<file path="src/ptt_pkg.sv">
// Package for the periodic task timer table: operation codes, result kinds,
// field widths and default sizing. Used by periodic_task_timer_table.
`default_nettype none

package ptt_pkg;

    // Field widths of the request and result items.
    localparam int FUNC_W   = 2;
    localparam int PERIOD_W = 32;
    localparam int SLOT_W   = 3;
    localparam int KIND_W   = 3;
    localparam int COUNT_W  = 32;

    // Packed stream widths (tdata rounded up to whole bytes).
    localparam int S_DATA_W = ((PERIOD_W + SLOT_W + 7) / 8) * 8;
    localparam int M_DATA_W = ((SLOT_W + COUNT_W + 7) / 8) * 8;

    localparam int NUM_SLOTS_DEF = 8;

    typedef enum logic [FUNC_W-1:0] {
        FUNC_TICK       = 2'd0,
        FUNC_REGISTER   = 2'd1,
        FUNC_UNREGISTER = 2'd2,
        FUNC_NONE       = 2'd3
    } func_t;

    typedef enum logic [KIND_W-1:0] {
        KIND_FIRED        = 3'd0,
        KIND_TICK_DONE    = 3'd1,
        KIND_REGISTERED   = 3'd2,
        KIND_FULL         = 3'd3,
        KIND_UNREGISTERED = 3'd4
    } kind_t;

endpackage

`default_nettype wire

</file>
<file path="src/periodic_task_timer_table.sv">
// Top level of the periodic task timer table: slot tables, scan sequencer
// and result register. Depends on ptt_pkg.
`default_nettype none

// Usage
// Requests arrive on the s_axis group: s_tuser carries the operation (tick,
// register task, unregister task), s_tdata the period and the slot. Results
// leave on the m_axis group: m_tuser carries the result kind, m_tdata the
// slot index and the tick counter, m_tlast marks the final result of a
// request.
// A tick scans all NUM_SLOTS slots through one shared subtract-and-compare
// unit, one slot per cycle while no fire result stalls, reading the period
// and last-fire memories into registers one slot ahead of the compare. Every
// fire result that finds the result register still occupied holds the scan
// for as long as the receiver stalls.
// A register request walks the in-use bits from slot 0 until it finds a free
// slot. Operation code 3 is dropped with no result.
// s_tready is high only while the sequencer is idle; the result register
// lets a new request be accepted while the last result still waits.
// Reset clears the in-use bits, the tick counter and the sequencer; the
// period and last-fire memories are not cleared, since a slot's entries are
// always written when the slot is marked in use.

module periodic_task_timer_table
    import ptt_pkg::*;
#(
    parameter int NUM_SLOTS = NUM_SLOTS_DEF
)
(
    input  wire                 clk,
    input  wire                 rst_n,
    input  wire                 s_tvalid,
    output logic                s_tready,
    input  wire  [S_DATA_W-1:0] s_tdata,   // period [31:0], slot [34:32], zero fill
    input  wire  [FUNC_W-1:0]   s_tuser,   // func [1:0]
    output logic                m_tvalid,
    input  wire                 m_tready,
    output logic [M_DATA_W-1:0] m_tdata,   // slot_index [2:0], tick_count [34:3], zero fill
    output logic [KIND_W-1:0]   m_tuser,   // result_kind [2:0]
    output logic                m_tlast    // last
);

    localparam int IDX_W = (NUM_SLOTS > 1) ? $clog2(NUM_SLOTS) : 1;
    localparam int CNT_W = $clog2(NUM_SLOTS + 1);
    localparam logic [CNT_W-1:0] NUM_CNT  = CNT_W'(NUM_SLOTS);
    localparam logic [CNT_W-1:0] LAST_CNT = CNT_W'(NUM_SLOTS - 1);

    typedef enum logic [1:0] {
        S_IDLE,
        S_ALLOC,
        S_SCAN,
        S_RESP
    } state_t;

    // Slot tables. The in-use bits live in flip-flops so reset clears them.
    logic [PERIOD_W-1:0] period_mem [NUM_SLOTS];
    logic [COUNT_W-1:0]  last_mem   [NUM_SLOTS];
    logic [NUM_SLOTS-1:0] in_use_reg;

    state_t              state_reg;
    logic [COUNT_W-1:0]  tick_cnt_reg;
    logic [CNT_W-1:0]    rd_cnt_reg;
    logic                chk_valid_reg;
    logic [IDX_W-1:0]    chk_idx_reg;
    logic [PERIOD_W-1:0] rd_period_reg;
    logic [COUNT_W-1:0]  rd_last_reg;
    logic [PERIOD_W-1:0] req_period_reg;

    // Staged result waiting for the result register.
    kind_t               res_kind_reg;
    logic [SLOT_W-1:0]   res_slot_reg;

    // Result register.
    logic                m_valid_reg;
    kind_t               m_kind_reg;
    logic [SLOT_W-1:0]   m_slot_reg;
    logic [COUNT_W-1:0]  m_count_reg;
    logic                m_last_reg;

    // Request fields.
    func_t               req_func;
    logic [PERIOD_W-1:0] req_period;
    logic [SLOT_W-1:0]   req_slot;
    logic [IDX_W+SLOT_W-1:0] req_slot_ext;
    logic [IDX_W-1:0]    req_slot_idx;
    logic                req_slot_ok;
    logic                s_accept;

    logic [IDX_W-1:0]    rd_idx;
    logic [IDX_W+SLOT_W-1:0] chk_idx_ext;
    logic [IDX_W+SLOT_W-1:0] rd_idx_ext;
    logic [COUNT_W-1:0]  elapsed;
    logic                fire;
    logic                out_free;
    logic                out_load;
    logic                stall;
    logic                scan_advance;
    logic                fire_write;
    logic                alloc_write;

    assign req_func   = func_t'(s_tuser);
    assign req_period = s_tdata[PERIOD_W-1:0];
    assign req_slot   = s_tdata[PERIOD_W+SLOT_W-1:PERIOD_W];
    assign s_tready   = (state_reg == S_IDLE);
    assign s_accept   = s_tvalid && s_tready;

    // Slot numbers move between the 3-bit fields and the internal index
    // width by zero extension followed by truncation.
    assign req_slot_ext = {{IDX_W{1'b0}}, req_slot};
    assign req_slot_idx = req_slot_ext[IDX_W-1:0];
    assign req_slot_ok  = (32'(req_slot) < 32'(NUM_SLOTS));

    assign rd_idx      = rd_cnt_reg[IDX_W-1:0];
    assign chk_idx_ext = {{SLOT_W{1'b0}}, chk_idx_reg};
    assign rd_idx_ext  = {{SLOT_W{1'b0}}, rd_idx};

    // The shared unit: modular elapsed ticks compared against the period.
    assign elapsed = tick_cnt_reg - rd_last_reg;
    assign fire    = in_use_reg[chk_idx_reg] && (elapsed >= rd_period_reg);

    assign out_free     = !m_valid_reg || m_tready;
    assign stall        = chk_valid_reg && fire && !out_free;
    assign scan_advance = (state_reg == S_SCAN) && !stall && (rd_cnt_reg < NUM_CNT);
    assign fire_write   = (state_reg == S_SCAN) && chk_valid_reg && fire && !stall;
    assign alloc_write  = (state_reg == S_ALLOC) && !in_use_reg[rd_idx];

    // The result register takes a new result in this cycle.
    assign out_load     = fire_write || ((state_reg == S_RESP) && out_free);

    // Memory ports: one registered read for the scan, one write each.
    always_ff @(posedge clk)
    begin
        if (scan_advance)
        begin
            rd_period_reg <= period_mem[rd_idx];
            rd_last_reg   <= last_mem[rd_idx];
        end
        if (alloc_write)
        begin
            period_mem[rd_idx] <= req_period_reg;
            last_mem[rd_idx]   <= tick_cnt_reg;
        end
        else if (fire_write)
        begin
            last_mem[chk_idx_reg] <= tick_cnt_reg;
        end
    end

    // Sequencer and result register.
    always_ff @(posedge clk or negedge rst_n)
    begin
        if (!rst_n)
        begin
            state_reg      <= S_IDLE;
            in_use_reg     <= '0;
            tick_cnt_reg   <= '0;
            rd_cnt_reg     <= '0;
            chk_valid_reg  <= 1'b0;
            chk_idx_reg    <= '0;
            req_period_reg <= '0;
            res_kind_reg   <= KIND_TICK_DONE;
            res_slot_reg   <= '0;
            m_valid_reg    <= 1'b0;
            m_kind_reg     <= KIND_TICK_DONE;
            m_slot_reg     <= '0;
            m_count_reg    <= '0;
            m_last_reg     <= 1'b0;
        end
        else
        begin
            if (m_valid_reg && m_tready && !out_load)
            begin
                m_valid_reg <= 1'b0;
            end

            unique case (state_reg)
                S_IDLE:
                begin
                    if (s_accept)
                    begin
                        rd_cnt_reg    <= '0;
                        chk_valid_reg <= 1'b0;
                        unique case (req_func)
                            FUNC_TICK:
                            begin
                                tick_cnt_reg <= tick_cnt_reg + COUNT_W'(1);
                                state_reg    <= S_SCAN;
                            end
                            FUNC_REGISTER:
                            begin
                                req_period_reg <= req_period;
                                state_reg      <= S_ALLOC;
                            end
                            FUNC_UNREGISTER:
                            begin
                                if (req_slot_ok)
                                begin
                                    in_use_reg[req_slot_idx] <= 1'b0;
                                end
                                res_kind_reg <= KIND_UNREGISTERED;
                                res_slot_reg <= req_slot;
                                state_reg    <= S_RESP;
                            end
                            default:
                            begin
                                state_reg <= S_IDLE;
                            end
                        endcase
                    end
                end

                S_ALLOC:
                begin
                    // Walk the in-use bits from the lowest slot upward.
                    if (!in_use_reg[rd_idx])
                    begin
                        in_use_reg[rd_idx] <= 1'b1;
                        res_kind_reg       <= KIND_REGISTERED;
                        res_slot_reg       <= rd_idx_ext[SLOT_W-1:0];
                        state_reg          <= S_RESP;
                    end
                    else if (rd_cnt_reg == LAST_CNT)
                    begin
                        res_kind_reg <= KIND_FULL;
                        res_slot_reg <= '0;
                        state_reg    <= S_RESP;
                    end
                    else
                    begin
                        rd_cnt_reg <= rd_cnt_reg + CNT_W'(1);
                    end
                end

                S_SCAN:
                begin
                    // Reads run one slot ahead of the compare; a fire that
                    // cannot be delivered holds both.
                    if (!stall)
                    begin
                        if (chk_valid_reg && fire)
                        begin
                            m_valid_reg <= 1'b1;
                            m_kind_reg  <= KIND_FIRED;
                            m_slot_reg  <= chk_idx_ext[SLOT_W-1:0];
                            m_count_reg <= tick_cnt_reg;
                            m_last_reg  <= 1'b0;
                        end
                        if (rd_cnt_reg < NUM_CNT)
                        begin
                            chk_valid_reg <= 1'b1;
                            chk_idx_reg   <= rd_idx;
                            rd_cnt_reg    <= rd_cnt_reg + CNT_W'(1);
                        end
                        else
                        begin
                            chk_valid_reg <= 1'b0;
                            if (!chk_valid_reg)
                            begin
                                res_kind_reg <= KIND_TICK_DONE;
                                res_slot_reg <= '0;
                                state_reg    <= S_RESP;
                            end
                        end
                    end
                end

                S_RESP:
                begin
                    if (out_free)
                    begin
                        m_valid_reg <= 1'b1;
                        m_kind_reg  <= res_kind_reg;
                        m_slot_reg  <= res_slot_reg;
                        m_count_reg <= tick_cnt_reg;
                        m_last_reg  <= 1'b1;
                        state_reg   <= S_IDLE;
                    end
                end

                default:
                begin
                    state_reg <= S_IDLE;
                end
            endcase
        end
    end

    assign m_tvalid = m_valid_reg;
    assign m_tuser  = m_kind_reg;
    assign m_tlast  = m_last_reg;
    assign m_tdata  = {{(M_DATA_W - SLOT_W - COUNT_W){1'b0}}, m_count_reg, m_slot_reg};

endmodule

`default_nettype wire

</file>
<file path="config.mk">
export PLATFORM = sky130hd
export DESIGN_NAME = periodic_task_timer_table
export DESIGN_NICKNAME = d
export VERILOG_FILES = /design/src/ptt_pkg.sv /design/src/periodic_task_timer_table.sv
export SDC_FILE = /design/constraint.sdc
export NUM_CORES = 1
export LEC_CHECK = 0
export ABC_AREA = 1
export BUFFER_PORTS_ARGS = -buffer_cell sky130_fd_sc_hd__buf_2
export CAP_MARGIN = 5
export CORE_MARGIN = 2
export CORE_UTILIZATION = 50
export CTS_BUF_LIST = sky130_fd_sc_hd__clkbuf_4 sky130_fd_sc_hd__clkbuf_8 sky130_fd_sc_hd__clkbuf_16
export CTS_CLUSTER_DIAMETER = 120
export CTS_CLUSTER_SIZE = 28
export DETAILED_ROUTE_END_ITERATION = 8
export GPL_TIMING_DRIVEN = 0
export PLACE_DENSITY_LB_ADDON = 0.12
export SLEW_MARGIN = 10
export SYNTH_ARGS = -nofsm -noshare
export SYNTH_HDL_FRONTEND = slang
export SYNTH_SLANG_ARGS = --single-unit
</file>
<file path="constraint.sdc">
create_clock -name clk -period 6.53 [get_ports clk]
set_input_delay 1.306 -clock clk [delete_from_list [all_inputs] [get_ports clk]]
set_output_delay 1.306 -clock clk [all_outputs]
set_load 0.02 [all_outputs]
</file>
==> metrics.cfg <==
[timing]
skew_ns=0.0575
fin_ws_ns=0.554
worstMarginPinSlew_ns=1.21
maxSlewViolCount=0
period_share_pct=91.5
slew_headroom_pct=19.4
setup_violations=0
hold_violations=0
setup_tns_ns=0
timing.fmax_ghz=0.167
hold_slack_ns=0.477
min_period_ns=5.98

[place]
place_ws_ns=0.379
port_buffers=81
place.gp.congestion=0.928
dp.cells=3032
hpwl_um=53500

[worst_hold_path]
hold_depth=2
hp-class=flop to flop
hold_path_startpoint=m_count_reg[8]
holdPathEnd=m_count_reg[8]

[route]
ant_nets=0
wl_per_cell_um=25.0
routed_wl_um=77500
dr.pass1.iters=5
vias=17800
vias_per_cell=5.76
drtIter0Drc=1891
drc=0

[cts]
clock_sinks=704
cts_buffers=29
clkLatencyLatePin_ns=0.67
clockBufferDepth=3
cts_resized=0
cts-hold-fix-buffers=0
cts_tree=built
path_clk_slew_ns=0.11
root_buffer=clkbuf_16
htreeDepth=1

[worst_setup_path]
cp_common_cell=nand2_1
crit_path_start_kind=flop
end_kind=flop
r2r_start=tick_cnt_reg[0]
path_max_fanout=22
slowest_delay_ns=0.60
worstRegToRegCells=29
crit_slowest_cell=dfrtp_1
worstPathArrival_ns=6.30
crit_type=flop to flop
r2r_end=last_mem[6][18]
worst_ep_required_time_ns=6.86
r2r_slack_ns=0.55

[power]
ir_worst_vdd_uv=271
powerDensity_mw_per_mm2=382
p_leak_nw=11.8

[synth]
async_flop_share_pct=18.2
synth.yosys.warnings=0
synth_cells=2143
synth_flop_cell=edfxtp_1
synthDistinctLibCells=54
synth_edf_count=576
syn_avg_cell_area_um2=13.5
post_synth_instance_area_mm2=0.0289
yosys_register_bits=704
yosysSeqAreaShare_pct=71.0

[floorplan]
start_util_pct=50.4
rows=88
die_w_um=244
ios=92
die_h_um=244
coreArea_mm2=0.0574
die_area_mm2=0.0597

[global_routing]
grt_start_max_net_pins=88
antenna_found_initial=2
overflow=0
grt_pass1_vias=17400
grt_use_total_pct=26.1
grt_pass1_wl_um=113000

[layout]
drive_gt1_share_pct=14.8
layout_commonest_cell=edfxtp_1
fillers=4697
nNetsFinal=2432
mostFrequentLayoutCells=edfxtp_1, nand2_1, inv_1
final-instance-count-excl-fill=3096
area_growth_pct=10.6
top_regs=last_mem x256, period_mem x256
antennaDiodeCount=0

[run_status]
status=completed

[flow_run]
max_cap_viol_count=0

==> timing repair <==
action | in CTS | in global routing
buffers inserted | 0 | 13
hold endpoints to repair | 0 | 0
endpoints found under the setup margin | 0 | 111
==> how the worst max path moves through the flow <==
stage	cells past startpoint	from	to
after global placement	11	rd_cnt_reg[0]	period_mem[3][25]
after global routing	29	tick_cnt_reg[0]	last_mem[6][18]
after floorplan	29	tick_cnt_reg[0]	last_mem[0][0]
after detailed placement	29	tick_cnt_reg[0]	last_mem[5][22]
after CTS	29	tick_cnt_reg[0]	last_mem[5][15]
final	29	tick_cnt_reg[0]	last_mem[6][18]
==> critical path, delay by kind of cell (launching register included) <==
family / cells / cell delay [ns]
buffers and inverters: 3 / 0.47
AO/OA/AOI/OAI: 2 / 0.44
AND/OR/NAND/NOR: 21 / 3.40
flip-flops: 1 / 0.60
adder cells (fa/ha/maj): 3 / 0.72
==> cells by family (layout without fill, tap and decap cells) <==
group | count (synthesis) | after routing | synth area share [%]
flip-flops | 704 | 704 | 71.0
AND/OR/NAND/NOR | 647 | 647 | 9.96
AO/OA/AOI/OAI | 367 | 367 | 9.04
buffers and inverters | 259 | 443 | 3.75
adder cells (fa/ha/maj) | 75 | 75 | 3.27
XOR/XNOR | 58 | 58 | 1.76
multiplexers | 32 | 32 | 1.25
other | 1 | 5 | 0.0130
==> final cells by class <==
type / instances / area (um^2) / area share [%]
sequential: 704 / 20500 / 64.2
clock buffer: 49 / 876 / 2.74
clock inverter: 2 / 50.0 / 0.157
buffer: 75 / 392 / 1.23
inverter: 184 / 696 / 2.18
multi-input combinational: 1184 / 7440 / 23.3
tap: 765 / 957 / 3.00
timing repair buffer: 133 / 1040 / 3.25
==> stage by stage <==
stage	util (%)	total power, mW	instance area, um^2
after floorplan	-	8.53	28900
after global placement	52.8	9.83	30300
after detailed placement	53.8	9.99	30900
after CTS	55.5	12.2	31800
after global routing	55.7	12.8	31900
final	55.7	12.2	31900
==> synth_stat cells (all sizes together), types with 63 or more instances <==
| cell | number | area share [%] |
|---|---|---|
| edfxtp | 576 | 60 |
| nor2 | 77 | 1.1 |
| ha | 74 | 3.2 |
| nand3 | 63 | 1.3 |
| dfrtp | 126 | 11 |
| nand4 | 66 | 1.5 |
| a21oi | 71 | 1.2 |
| inv | 184 | 2.4 |
| a221oi | 63 | 1.9 |
| o21ai | 87 | 1.8 |
| a22oi | 78 | 2.0 |
| nand2 | 403 | 5.3 |
==> routing by layer <==
metal  global-route usage [%]  up-vias  wire length (um)
li1                         -     8132                 -
met1                     37.1     8984             33400
met2                     41.8      625             36500
met3                     4.03      102              5320
met4                     7.69        2              2230
met5                        0        -                18
==> power breakdown <==
group	internal, mW	total (mW)	leakage [nW]	switching [mW]
Clock	0.944	2.30	0.471	1.36
Combinational	1.22	3.64	4.85	2.42
Sequential	5.81	6.26	6.45	0.454
Note: power is estimated with default switching activity, not from simulation.
